<file path="src/rtl/ogg_opus_packet_demux_top_defines.svh">
// Assertion macros for the Ogg/Opus packet demux.
`ifndef OGG_OPUS_PACKET_DEMUX_TOP_DEFINES_SVH
`define OGG_OPUS_PACKET_DEMUX_TOP_DEFINES_SVH

`ifndef ASSERT_OFF

// Same-cycle implication, sampled on clk, idle in reset.
`define OPD_ASSERT_IMPL(label, ante, cons) \
    label: assert property (@(posedge clk) disable iff (!rst_n) (ante) |-> (cons)) \
        else $error("ogg_opus_packet_demux: assertion failed");

// Next-cycle implication, sampled on clk, idle in reset.
`define OPD_ASSERT_NEXT(label, ante, cons) \
    label: assert property (@(posedge clk) disable iff (!rst_n) (ante) |=> (cons)) \
        else $error("ogg_opus_packet_demux: assertion failed");

`else

`define OPD_ASSERT_IMPL(label, ante, cons)
`define OPD_ASSERT_NEXT(label, ante, cons)

`endif

`endif

</file>
<file path="src/rtl/opd_pkg.sv">
`default_nettype none

package opd_pkg;

    // Result kinds
    localparam logic [1:0] KIND_AUDIO  = 2'd0;
    localparam logic [1:0] KIND_HEADER = 2'd1;
    localparam logic [1:0] KIND_END    = 2'd2;

    // Page header layout
    localparam logic [4:0] HDR_SYNC_LEN = 5'd4;
    localparam logic [4:0] HDR_COUNT_POS = 5'd26;
    localparam logic [7:0] LACE_RUN     = 8'd255;
    // Minimum packet lengths, as last offsets (length - 1)
    localparam logic [15:0] HEAD_MIN_LAST = 16'd18;
    localparam logic [15:0] TAGS_MIN_LAST = 16'd7;

    typedef struct packed {
        logic [7:0] data_byte;
        logic       end_of_stream;
    } item_t;

    typedef struct packed {
        logic [1:0]  result_kind;
        logic [7:0]  packet_byte;
        logic        packet_first;
        logic        packet_last;
        logic [7:0]  channel_count;
        logic [31:0] stream_rate;
        logic        stream_end;
        logic        truncated;
    } result_t;

    // Capture pattern "OggS"
    function automatic logic [7:0] sync_char(input logic [1:0] idx);
        logic [7:0] c;
        unique case (idx)
            2'd0:    c = 8'h4F;
            2'd1:    c = 8'h67;
            2'd2:    c = 8'h67;
            default: c = 8'h53;
        endcase
        return c;
    endfunction

    // "OpusHead"
    function automatic logic [7:0] head_char(input logic [2:0] idx);
        logic [7:0] c;
        unique case (idx)
            3'd0:    c = 8'h4F;
            3'd1:    c = 8'h70;
            3'd2:    c = 8'h75;
            3'd3:    c = 8'h73;
            3'd4:    c = 8'h48;
            3'd5:    c = 8'h65;
            3'd6:    c = 8'h61;
            default: c = 8'h64;
        endcase
        return c;
    endfunction

    // "OpusTags"
    function automatic logic [7:0] tags_char(input logic [2:0] idx);
        logic [7:0] c;
        unique case (idx)
            3'd0:    c = 8'h4F;
            3'd1:    c = 8'h70;
            3'd2:    c = 8'h75;
            3'd3:    c = 8'h73;
            3'd4:    c = 8'h54;
            3'd5:    c = 8'h61;
            3'd6:    c = 8'h67;
            default: c = 8'h73;
        endcase
        return c;
    endfunction

endpackage

`default_nettype wire

</file>
<file path="src/rtl/ogg_opus_packet_demux_top.sv">
`default_nettype none
`include "ogg_opus_packet_demux_top_defines.svh"

// Ogg page demux for an Opus stream, one stream byte per item. It accepts a
// new item every cycle unless a held result is stalled; each item gives zero
// or one result in the cycle after acceptance, held in an output register;
// input stalls while result_stall holds it. The lacing table is compacted
// into a one-write, one-read memory while read (empty packets dropped, a zero
// after a 255 run marks the run's end); the body walks the segments byte by
// byte with a one-entry read-ahead. No clearing pass is needed after reset.
// OpusHead yields one header result; audio starts after OpusTags.
module ogg_opus_packet_demux_top #(
    parameter int MAX_SEGMENTS = 255
) (
    input  wire logic            clk,
    input  wire logic            rst_n,
    input  wire logic            item_valid,
    output logic                 item_stall,
    input  wire opd_pkg::item_t  item,
    output logic                 result_valid,
    input  wire logic            result_stall,
    output opd_pkg::result_t     result
);

    localparam int IW = (MAX_SEGMENTS > 1) ? $clog2(MAX_SEGMENTS) : 1;
    localparam int CW = $clog2(MAX_SEGMENTS + 1);
    localparam logic [7:0] SEG_LIMIT = 8'(MAX_SEGMENTS);

    typedef enum logic [1:0] {
        PH_SEARCH,
        PH_HEADER,
        PH_TABLE,
        PH_BODY
    } phase_t;

    phase_t          phase_reg, phase_next;
    logic [1:0]      sync_reg, sync_next;
    logic [4:0]      hdr_pos_reg, hdr_pos_next;
    logic [7:0]      total_reg, total_next;
    logic [7:0]      raw_pos_reg, raw_pos_next;
    logic [7:0]      remain_reg, remain_next;
    logic [CW-1:0]   count_reg, count_next;
    logic            open_reg, open_next;
    logic [IW-1:0]   ptr_reg, ptr_next;
    logic            fresh_reg, fresh_next;
    logic [7:0]      seg_left_reg, seg_left_next;
    logic [15:0]     off_reg, off_next;
    logic            magic_reg, magic_next;
    logic            head_reg, head_next;
    logic            tags_reg, tags_next;
    logic [7:0]      chan_reg, chan_next;
    logic [31:0]     rate_reg, rate_next;

    logic [8:0]      lace_mem [MAX_SEGMENTS];
    logic [8:0]      rdata_reg;
    logic            mem_we;
    logic [IW-1:0]   mem_waddr;
    logic [8:0]      mem_wdata;

    logic             result_valid_reg;
    opd_pkg::result_t result_reg;
    opd_pkg::result_t res;
    logic             has_res;
    logic             accept;

    // body helpers
    logic [7:0]  b;
    logic [7:0]  seg_val;
    logic        seg_endb;
    logic [7:0]  left;
    logic        seg_done;
    logic        last_seg;
    logic        pkt_end;
    logic        magic_now;
    logic [7:0]  chan_now;
    logic [31:0] rate_now;

    assign item_stall   = result_valid_reg && result_stall;
    assign accept       = item_valid && !item_stall;
    assign result_valid = result_valid_reg;
    assign result       = result_reg;

    assign b        = item.data_byte;
    assign seg_val  = rdata_reg[7:0];
    assign seg_endb = rdata_reg[8];
    assign left     = fresh_reg ? seg_val : seg_left_reg;
    assign seg_done = (left == 8'd1);
    assign last_seg = (CW'(ptr_reg) == count_reg - CW'(1));
    assign pkt_end  = seg_done && (seg_val != opd_pkg::LACE_RUN || seg_endb || last_seg);

    // Per-byte parse step
    always_comb
    begin
        phase_next    = phase_reg;
        sync_next     = sync_reg;
        hdr_pos_next  = hdr_pos_reg;
        total_next    = total_reg;
        raw_pos_next  = raw_pos_reg;
        remain_next   = remain_reg;
        count_next    = count_reg;
        open_next     = open_reg;
        ptr_next      = ptr_reg;
        fresh_next    = fresh_reg;
        seg_left_next = seg_left_reg;
        off_next      = off_reg;
        magic_next    = magic_reg;
        head_next     = head_reg;
        tags_next     = tags_reg;
        chan_next     = chan_reg;
        rate_next     = rate_reg;
        mem_we        = 1'b0;
        mem_waddr     = count_reg[IW-1:0];
        mem_wdata     = {1'b0, b};
        res           = '0;
        has_res       = 1'b0;
        magic_now     = magic_reg;
        chan_now      = chan_reg;
        rate_now      = rate_reg;

        if (accept)
        begin
            unique case (phase_reg)
                PH_SEARCH:
                begin
                    if (b == opd_pkg::sync_char(sync_reg))
                    begin
                        sync_next = sync_reg + 2'd1;
                        if (sync_reg == 2'd3)
                        begin
                            sync_next    = 2'd0;
                            hdr_pos_next = opd_pkg::HDR_SYNC_LEN;
                            phase_next   = PH_HEADER;
                        end
                    end
                    else
                    begin
                        sync_next = (b == opd_pkg::sync_char(2'd0)) ? 2'd1 : 2'd0;
                    end
                end
                PH_HEADER:
                begin
                    if (hdr_pos_reg == opd_pkg::HDR_COUNT_POS)
                    begin
                        remain_next  = b;
                        total_next   = (b > SEG_LIMIT) ? SEG_LIMIT : b;
                        raw_pos_next = 8'd0;
                        count_next   = '0;
                        open_next    = 1'b0;
                        ptr_next     = '0;
                        hdr_pos_next = 5'd0;
                        phase_next   = (b == 8'd0) ? PH_SEARCH : PH_TABLE;
                    end
                    else
                    begin
                        hdr_pos_next = hdr_pos_reg + 5'd1;
                    end
                end
                PH_TABLE:
                begin
                    // compact lacing values into the segment store
                    if (raw_pos_reg < total_reg)
                    begin
                        raw_pos_next = raw_pos_reg + 8'd1;
                        if (b == 8'd0)
                        begin
                            if (open_reg)
                            begin
                                mem_we    = 1'b1;
                                mem_waddr = IW'(count_reg - CW'(1));
                                mem_wdata = {1'b1, opd_pkg::LACE_RUN};
                                open_next = 1'b0;
                            end
                        end
                        else
                        begin
                            mem_we     = 1'b1;
                            count_next = count_reg + CW'(1);
                            open_next  = (b == opd_pkg::LACE_RUN);
                        end
                    end
                    remain_next = remain_reg - 8'd1;
                    if (remain_reg == 8'd1)
                    begin
                        ptr_next   = '0;
                        fresh_next = 1'b1;
                        off_next   = 16'd0;
                        magic_next = 1'b1;
                        phase_next = (count_next == '0) ? PH_SEARCH : PH_BODY;
                    end
                end
                PH_BODY:
                begin
                    if (!head_reg)
                    begin
                        if (off_reg < 16'd8 && b != opd_pkg::head_char(off_reg[2:0]))
                            magic_now = 1'b0;
                        if (off_reg == 16'd9)
                            chan_now = b;
                        if (off_reg == 16'd12)
                            rate_now[7:0] = b;
                        if (off_reg == 16'd13)
                            rate_now[15:8] = b;
                        if (off_reg == 16'd14)
                            rate_now[23:16] = b;
                        if (off_reg == 16'd15)
                            rate_now[31:24] = b;
                    end
                    else if (!tags_reg)
                    begin
                        if (off_reg < 16'd8 && b != opd_pkg::tags_char(off_reg[2:0]))
                            magic_now = 1'b0;
                    end
                    else
                    begin
                        res.result_kind  = opd_pkg::KIND_AUDIO;
                        res.packet_byte  = b;
                        res.packet_first = (off_reg == 16'd0);
                        res.packet_last  = pkt_end;
                        has_res          = 1'b1;
                    end
                    chan_next  = chan_now;
                    rate_next  = rate_now;
                    magic_next = magic_now;
                    off_next   = off_reg + 16'd1;

                    // packet close: header checks, then reset per-packet state
                    if (pkt_end)
                    begin
                        if (!head_reg)
                        begin
                            if (magic_now && off_reg >= opd_pkg::HEAD_MIN_LAST)
                            begin
                                head_next         = 1'b1;
                                res.result_kind   = opd_pkg::KIND_HEADER;
                                res.channel_count = chan_now;
                                res.stream_rate   = rate_now;
                                has_res           = 1'b1;
                            end
                        end
                        else if (!tags_reg)
                        begin
                            if (magic_now && off_reg >= opd_pkg::TAGS_MIN_LAST)
                                tags_next = 1'b1;
                        end
                        off_next   = 16'd0;
                        magic_next = 1'b1;
                    end

                    // segment walk
                    if (seg_done)
                    begin
                        fresh_next = 1'b1;
                        if (last_seg)
                        begin
                            phase_next = PH_SEARCH;
                            sync_next  = 2'd0;
                        end
                        else
                        begin
                            ptr_next = ptr_reg + IW'(1);
                        end
                    end
                    else
                    begin
                        seg_left_next = left - 8'd1;
                        fresh_next    = 1'b0;
                    end
                end
                default:
                begin
                    phase_next = PH_SEARCH;
                end
            endcase

            // end of stream closes out and restarts
            if (item.end_of_stream)
            begin
                if (!has_res)
                    res.result_kind = opd_pkg::KIND_END;
                has_res       = 1'b1;
                res.stream_end = 1'b1;
                res.truncated  = (phase_next != PH_SEARCH);
                phase_next    = PH_SEARCH;
                sync_next     = 2'd0;
                hdr_pos_next  = 5'd0;
                total_next    = 8'd0;
                raw_pos_next  = 8'd0;
                remain_next   = 8'd0;
                count_next    = '0;
                open_next     = 1'b0;
                ptr_next      = '0;
                fresh_next    = 1'b1;
                seg_left_next = 8'd0;
                off_next      = 16'd0;
                magic_next    = 1'b1;
                head_next     = 1'b0;
                tags_next     = 1'b0;
                chan_next     = 8'd0;
                rate_next     = 32'd0;
            end
        end
    end

    // Control state
    always_ff @(posedge clk or negedge rst_n)
    begin
        if (!rst_n)
        begin
            phase_reg        <= PH_SEARCH;
            sync_reg         <= 2'd0;
            hdr_pos_reg      <= 5'd0;
            total_reg        <= 8'd0;
            raw_pos_reg      <= 8'd0;
            remain_reg       <= 8'd0;
            count_reg        <= '0;
            open_reg         <= 1'b0;
            ptr_reg          <= '0;
            fresh_reg        <= 1'b1;
            seg_left_reg     <= 8'd0;
            off_reg          <= 16'd0;
            magic_reg        <= 1'b1;
            head_reg         <= 1'b0;
            tags_reg         <= 1'b0;
            chan_reg         <= 8'd0;
            rate_reg         <= 32'd0;
            result_valid_reg <= 1'b0;
        end
        else
        begin
            phase_reg    <= phase_next;
            sync_reg     <= sync_next;
            hdr_pos_reg  <= hdr_pos_next;
            total_reg    <= total_next;
            raw_pos_reg  <= raw_pos_next;
            remain_reg   <= remain_next;
            count_reg    <= count_next;
            open_reg     <= open_next;
            ptr_reg      <= ptr_next;
            fresh_reg    <= fresh_next;
            seg_left_reg <= seg_left_next;
            off_reg      <= off_next;
            magic_reg    <= magic_next;
            head_reg     <= head_next;
            tags_reg     <= tags_next;
            chan_reg     <= chan_next;
            rate_reg     <= rate_next;
            if (accept)
                result_valid_reg <= has_res;
            else if (!result_stall)
                result_valid_reg <= 1'b0;
        end
    end

    // Result payload
    always_ff @(posedge clk)
    begin
        if (accept && has_res)
            result_reg <= res;
    end

    // Segment store: one write, one registered read-ahead with write bypass
    always_ff @(posedge clk)
    begin
        if (mem_we)
            lace_mem[mem_waddr] <= mem_wdata;
        if (mem_we && mem_waddr == ptr_next)
            rdata_reg <= mem_wdata;
        else
            rdata_reg <= lace_mem[ptr_next];
    end

    `OPD_ASSERT_IMPL(a_trunc_ends, result_valid && result.truncated, result.stream_end)
    `OPD_ASSERT_IMPL(a_marks_audio, result_valid && result.result_kind != opd_pkg::KIND_AUDIO,
        !result.packet_first && !result.packet_last)
    `OPD_ASSERT_IMPL(a_body_has_segs, phase_reg == PH_BODY, count_reg != '0)
    `OPD_ASSERT_NEXT(a_eos_restart, accept && item.end_of_stream, phase_reg == PH_SEARCH)

endmodule

`default_nettype wire
</file>
<file path="config.mk">
export PLATFORM = sky130hd
export DESIGN_NAME = ogg_opus_packet_demux_top
export DESIGN_NICKNAME = d
export VERILOG_FILES = /design/src/rtl/opd_pkg.sv /design/src/rtl/ogg_opus_packet_demux_top.sv
export VERILOG_INCLUDE_DIRS = /design/src /design/src/rtl
export SDC_FILE = /design/constraint.sdc
export NUM_CORES = 2
export LEC_CHECK = 0
export BUFFER_PORTS_ARGS = -buffer_cell sky130_fd_sc_hd__buf_2
export CAP_MARGIN = 20
export CORE_UTILIZATION = 42
export CTS_CLUSTER_SIZE = 16
export DETAILED_ROUTE_END_ITERATION = 12
export GPL_TIMING_DRIVEN = 0
export HOLD_SLACK_MARGIN = 0.1
export PLACE_DENSITY = 0.67
export SLEW_MARGIN = 30
export SYNTH_ARGS = -nofsm -noshare
export SYNTH_HDL_FRONTEND = slang
export SYNTH_SLANG_ARGS = --single-unit
</file>
<file path="constraint.sdc">
create_clock -name clk -period 13.21 [get_ports clk]
set_clock_uncertainty 0.15 [all_clocks]
set_input_delay 2.642 -clock clk [delete_from_list [all_inputs] [get_ports clk]]
set_output_delay 2.642 -clock clk [all_outputs]
set_load 0.05 [all_outputs]
</file>
==> run metrics <==
Sw Pwr=0.00353 W; maximum vdd drop=~0.15 mV; die area=0.239 mm²; fin util=approximately half; critical path peak fanout=54; Nets=around 6,000; Worst-path clk slew=~0.06 ns; post-synthesis async set-or-reset flop share=approximately 4.8%; Port Buf Inserts=66; Critical Path AT=about 11 ns; commonest cells after routing, fill and taps aside=edfxtp_1, mux4_2, mux2i_1, nor2_1, clkbuf_16; Setup WS pre-CTS=3.50 ns; worst min path class=reg -> reg; largest net degree at the start of global routing=70; H-tree depth=4; ANT nets after route=0; Core Box Area=0.235 mm²; router iterations before antenna repair=10; placer congestion estimate=between 1 and 1.5; Post-DP Area=0.107 mm²; Setup Viol. Count Final=0; Seq pwr share=53.4%; post-CTS sizing=0; final wirelength=roughly 380,000 µm; GR Overflow Total=0; Setup CP Type=reg -> reg; crit start category=flip-flop; HPWL Detailed=roughly 260,000 µm; Clock Latency Late Sink=about 0.98 ns; clock power share=about 44%; Yosys cell types=85; synth warn=0; CTS Root Cell=clkbuf_16; Tcrit/Tclk final=between 70% and 80%; DR vias/cell=between 6 and 7; I/O Pins=about 70; Comb power frac=under 10%; syn_nets=between 5,000 and 6,000; Post-CTS Setup Bufs=0; die width=around 500 µm; CP Capture Type=flip-flop; Maximum Capacitance Violations=0; DRC=0; final hold violation count=0; first-pass GRT wire length=~500,000 µm; hold_buf cts=0; RSZ-0062 raised after global routing=false; Final Critical Period=10.49 ns; FF+latch area=0.0737 mm²; gr usage total=between 30% and 40%; EDFF count, synth=about 2,300; vias=around 60,000; share of post-route cells with drive strength above 1=24.4%; total CTS buffers=240; post-synthesis sequential area ratio=approximately three quarters; antenna violations before repair=32; Largest register FFs=about 2,300; Max Clock Freq=0.0954 GHz; Cell Int Power=between 0.01 and 0.015 W; status=completed; P_leak=~35 nW; DR WL/cell=~41 µm; Tightest Pin Transition=~1.2 ns; Mapped Area=approximately 0.10 mm²; Synth Register Bits=approximately 2,500; multi-input logic area=0.0249 mm²; Syn Area/Cell=about 18 µm²; PD cells=140 mW/mm²; Area growth syn-to-layout=15.4%; Final WS setup=2.72 ns; Synth Flop Type=edfxtp_1; commonest non-fill, non-tap cell in the layout=edfxtp_1; clock sinks=~2,500; fillers=~19,000; number of global-route vias before repair=approximately 57,000; row cnt=~180; die height=489 µm; Slew Viols, Final=0; initial drt markers=between 10,000 and 15,000; normalized max-slew margin=20.1%; Switching Share=21.9%; Worst EP required=13.52 ns; CTS tree=done; Clock Path Buffers=3; post-synthesis cell count=5,440; starting density of the core=42.3%; Final Instance Area=roughly 0.11 mm²
-- path summary, 6_finish.rpt --
path / start / endpoint / slack, ns / cells after the start
setup / recovery: flip-flop / result[2] / 2.72 / 20
hold reg to reg: open_reg / open_reg / 0.33 / 1
max in group asynchronous: rst_n / raw_pos_reg[0] / 10.67 / 2
hold / removal: open_reg / open_reg / 0.33 / 1
setup reg to reg: flip-flop / result[2] / 2.72 / 20
min in group asynchronous: rst_n / rate_reg[18] / 1.53 / 1
-- cell type report --
type	instances	share of cell area, %
Clock inverter	152	1.51
Tap cell	3150	3.43
Buffer	325	1.45
Sequential cell	2476	64.2
Antenna cell	25	0.0545
Multi-Input combinational cell	2596	21.7
Timing Repair Buffer	162	2.14
Inverter	43	0.141
Clock buffer	293	5.43
-- power by group through the flow --
| stage | clock network [W] | logic (W) | registers [W] |
|---|---|---|---|
| floorplan | 0 | 0.000179 | 0.00882 |
| global placement | 0 | 0.000392 | 0.00884 |
| detailed placement | 0 | 0.000443 | 0.00876 |
| CTS | 0.00698 | 0.000445 | 0.00860 |
| global route | 0.00727 | 0.000475 | 0.00860 |
| finish | 0.00703 | 0.000468 | 0.00860 |
-- critical path: stages, from the launching register on --
cell     delay (ns)
dfxtp_1        0.52
buf_2          0.21
buf_2          0.52
buf_2          0.88
buf_4          0.66
buf_4          0.44
buf_2          0.74
buf_2          0.84
buf_2          0.81
mux2i_1        0.43
nand2_1        0.10
a31oi_1        0.46
nand4_1        0.27
a31o_2         0.31
o21ai_1        0.69
nand4_1        0.20
o31ai_1        0.65
or2_1          0.19
buf_2          0.23
buf_6          0.19
nand2_4        0.36
-- kinds of logic (layout without fill, tap and decap cells) --
group,Yosys count,in the layout,share of synthesized area (%)
DFF,2476,2476,74.0
AOI/OAI and AO/OA,663,663,4.57
buffers and inverters,368,975,1.71
muxes,807,807,14.1
xor gates and xnor gates,27,27,0.238
adders and majority gates,27,27,0.339
and+or+nand+nor,1072,1072,4.98
other,0,25,0
-- metrics by stage --
step	total power [W]	instances	setup TNS [ns]	hold WS, ns
5_1_grt	0.0163	9198	0	0.347
2_1_floorplan	0.00900	5440	0	0.299
3_3_place_gp	0.00923	8656	-7560.03	0.318
6_report	0.0161	9222	0	0.333
4_1_cts	0.0160	9197	0	0.339
3_5_place_dp	0.00921	8752	0	0.317
-- metal layers --
metal	global-route usage, %	share of wire (%)	vias to the layer above
met5	0.322	0.091	-
met4	20.7	8.0	36
met3	13.7	16	1323
met2	44.8	42	5804
met1	39.4	34	31400
li1	-	-	22900
-- synth_stat cells (9+ instances only) --
library cell / n / share of area, %
a22o_1: 35 / 0.31
nor3_1: 39 / 0.20
nor2_1: 446 / 1.7
a211oi_1: 19 / 0.14
a221oi_1: 13 / 0.11
inv_1: 38 / 0.14
or2_2: 12 / 0.075
a22oi_1: 152 / 1.1
and3_1: 11 / 0.069
o21ai_0: 129 / 0.65
mux2i_1: 307 / 3.1
ha_1: 27 / 0.34
nand3_1: 133 / 0.67
a21oi_1: 103 / 0.52
a21o_1: 9 / 0.068
nand4_1: 23 / 0.14
nand2_1: 207 / 0.78
nand2b_1: 49 / 0.31
mux4_2: 476 / 11
o31ai_1: 18 / 0.14
xor2_1: 15 / 0.13
or3_1: 17 / 0.11
nor4_1: 26 / 0.16
buf_6: 10 / 0.11
a31oi_1: 23 / 0.14
o211ai_1: 18 / 0.14
or4_1: 12 / 0.091
a221o_1: 12 / 0.12
nor2b_1: 38 / 0.24
clkbuf_1: 167 / 0.63
buf_4: 36 / 0.27
mux2_2: 23 / 0.26
o22ai_1: 26 / 0.16
buf_2: 88 / 0.44
and2_1: 29 / 0.18
xnor2_1: 12 / 0.11
edfxtp_1: 2349 / 71
buf_1: 24 / 0.091
dfrtp_1: 117 / 2.9
(Power assumes the default switching activity.)
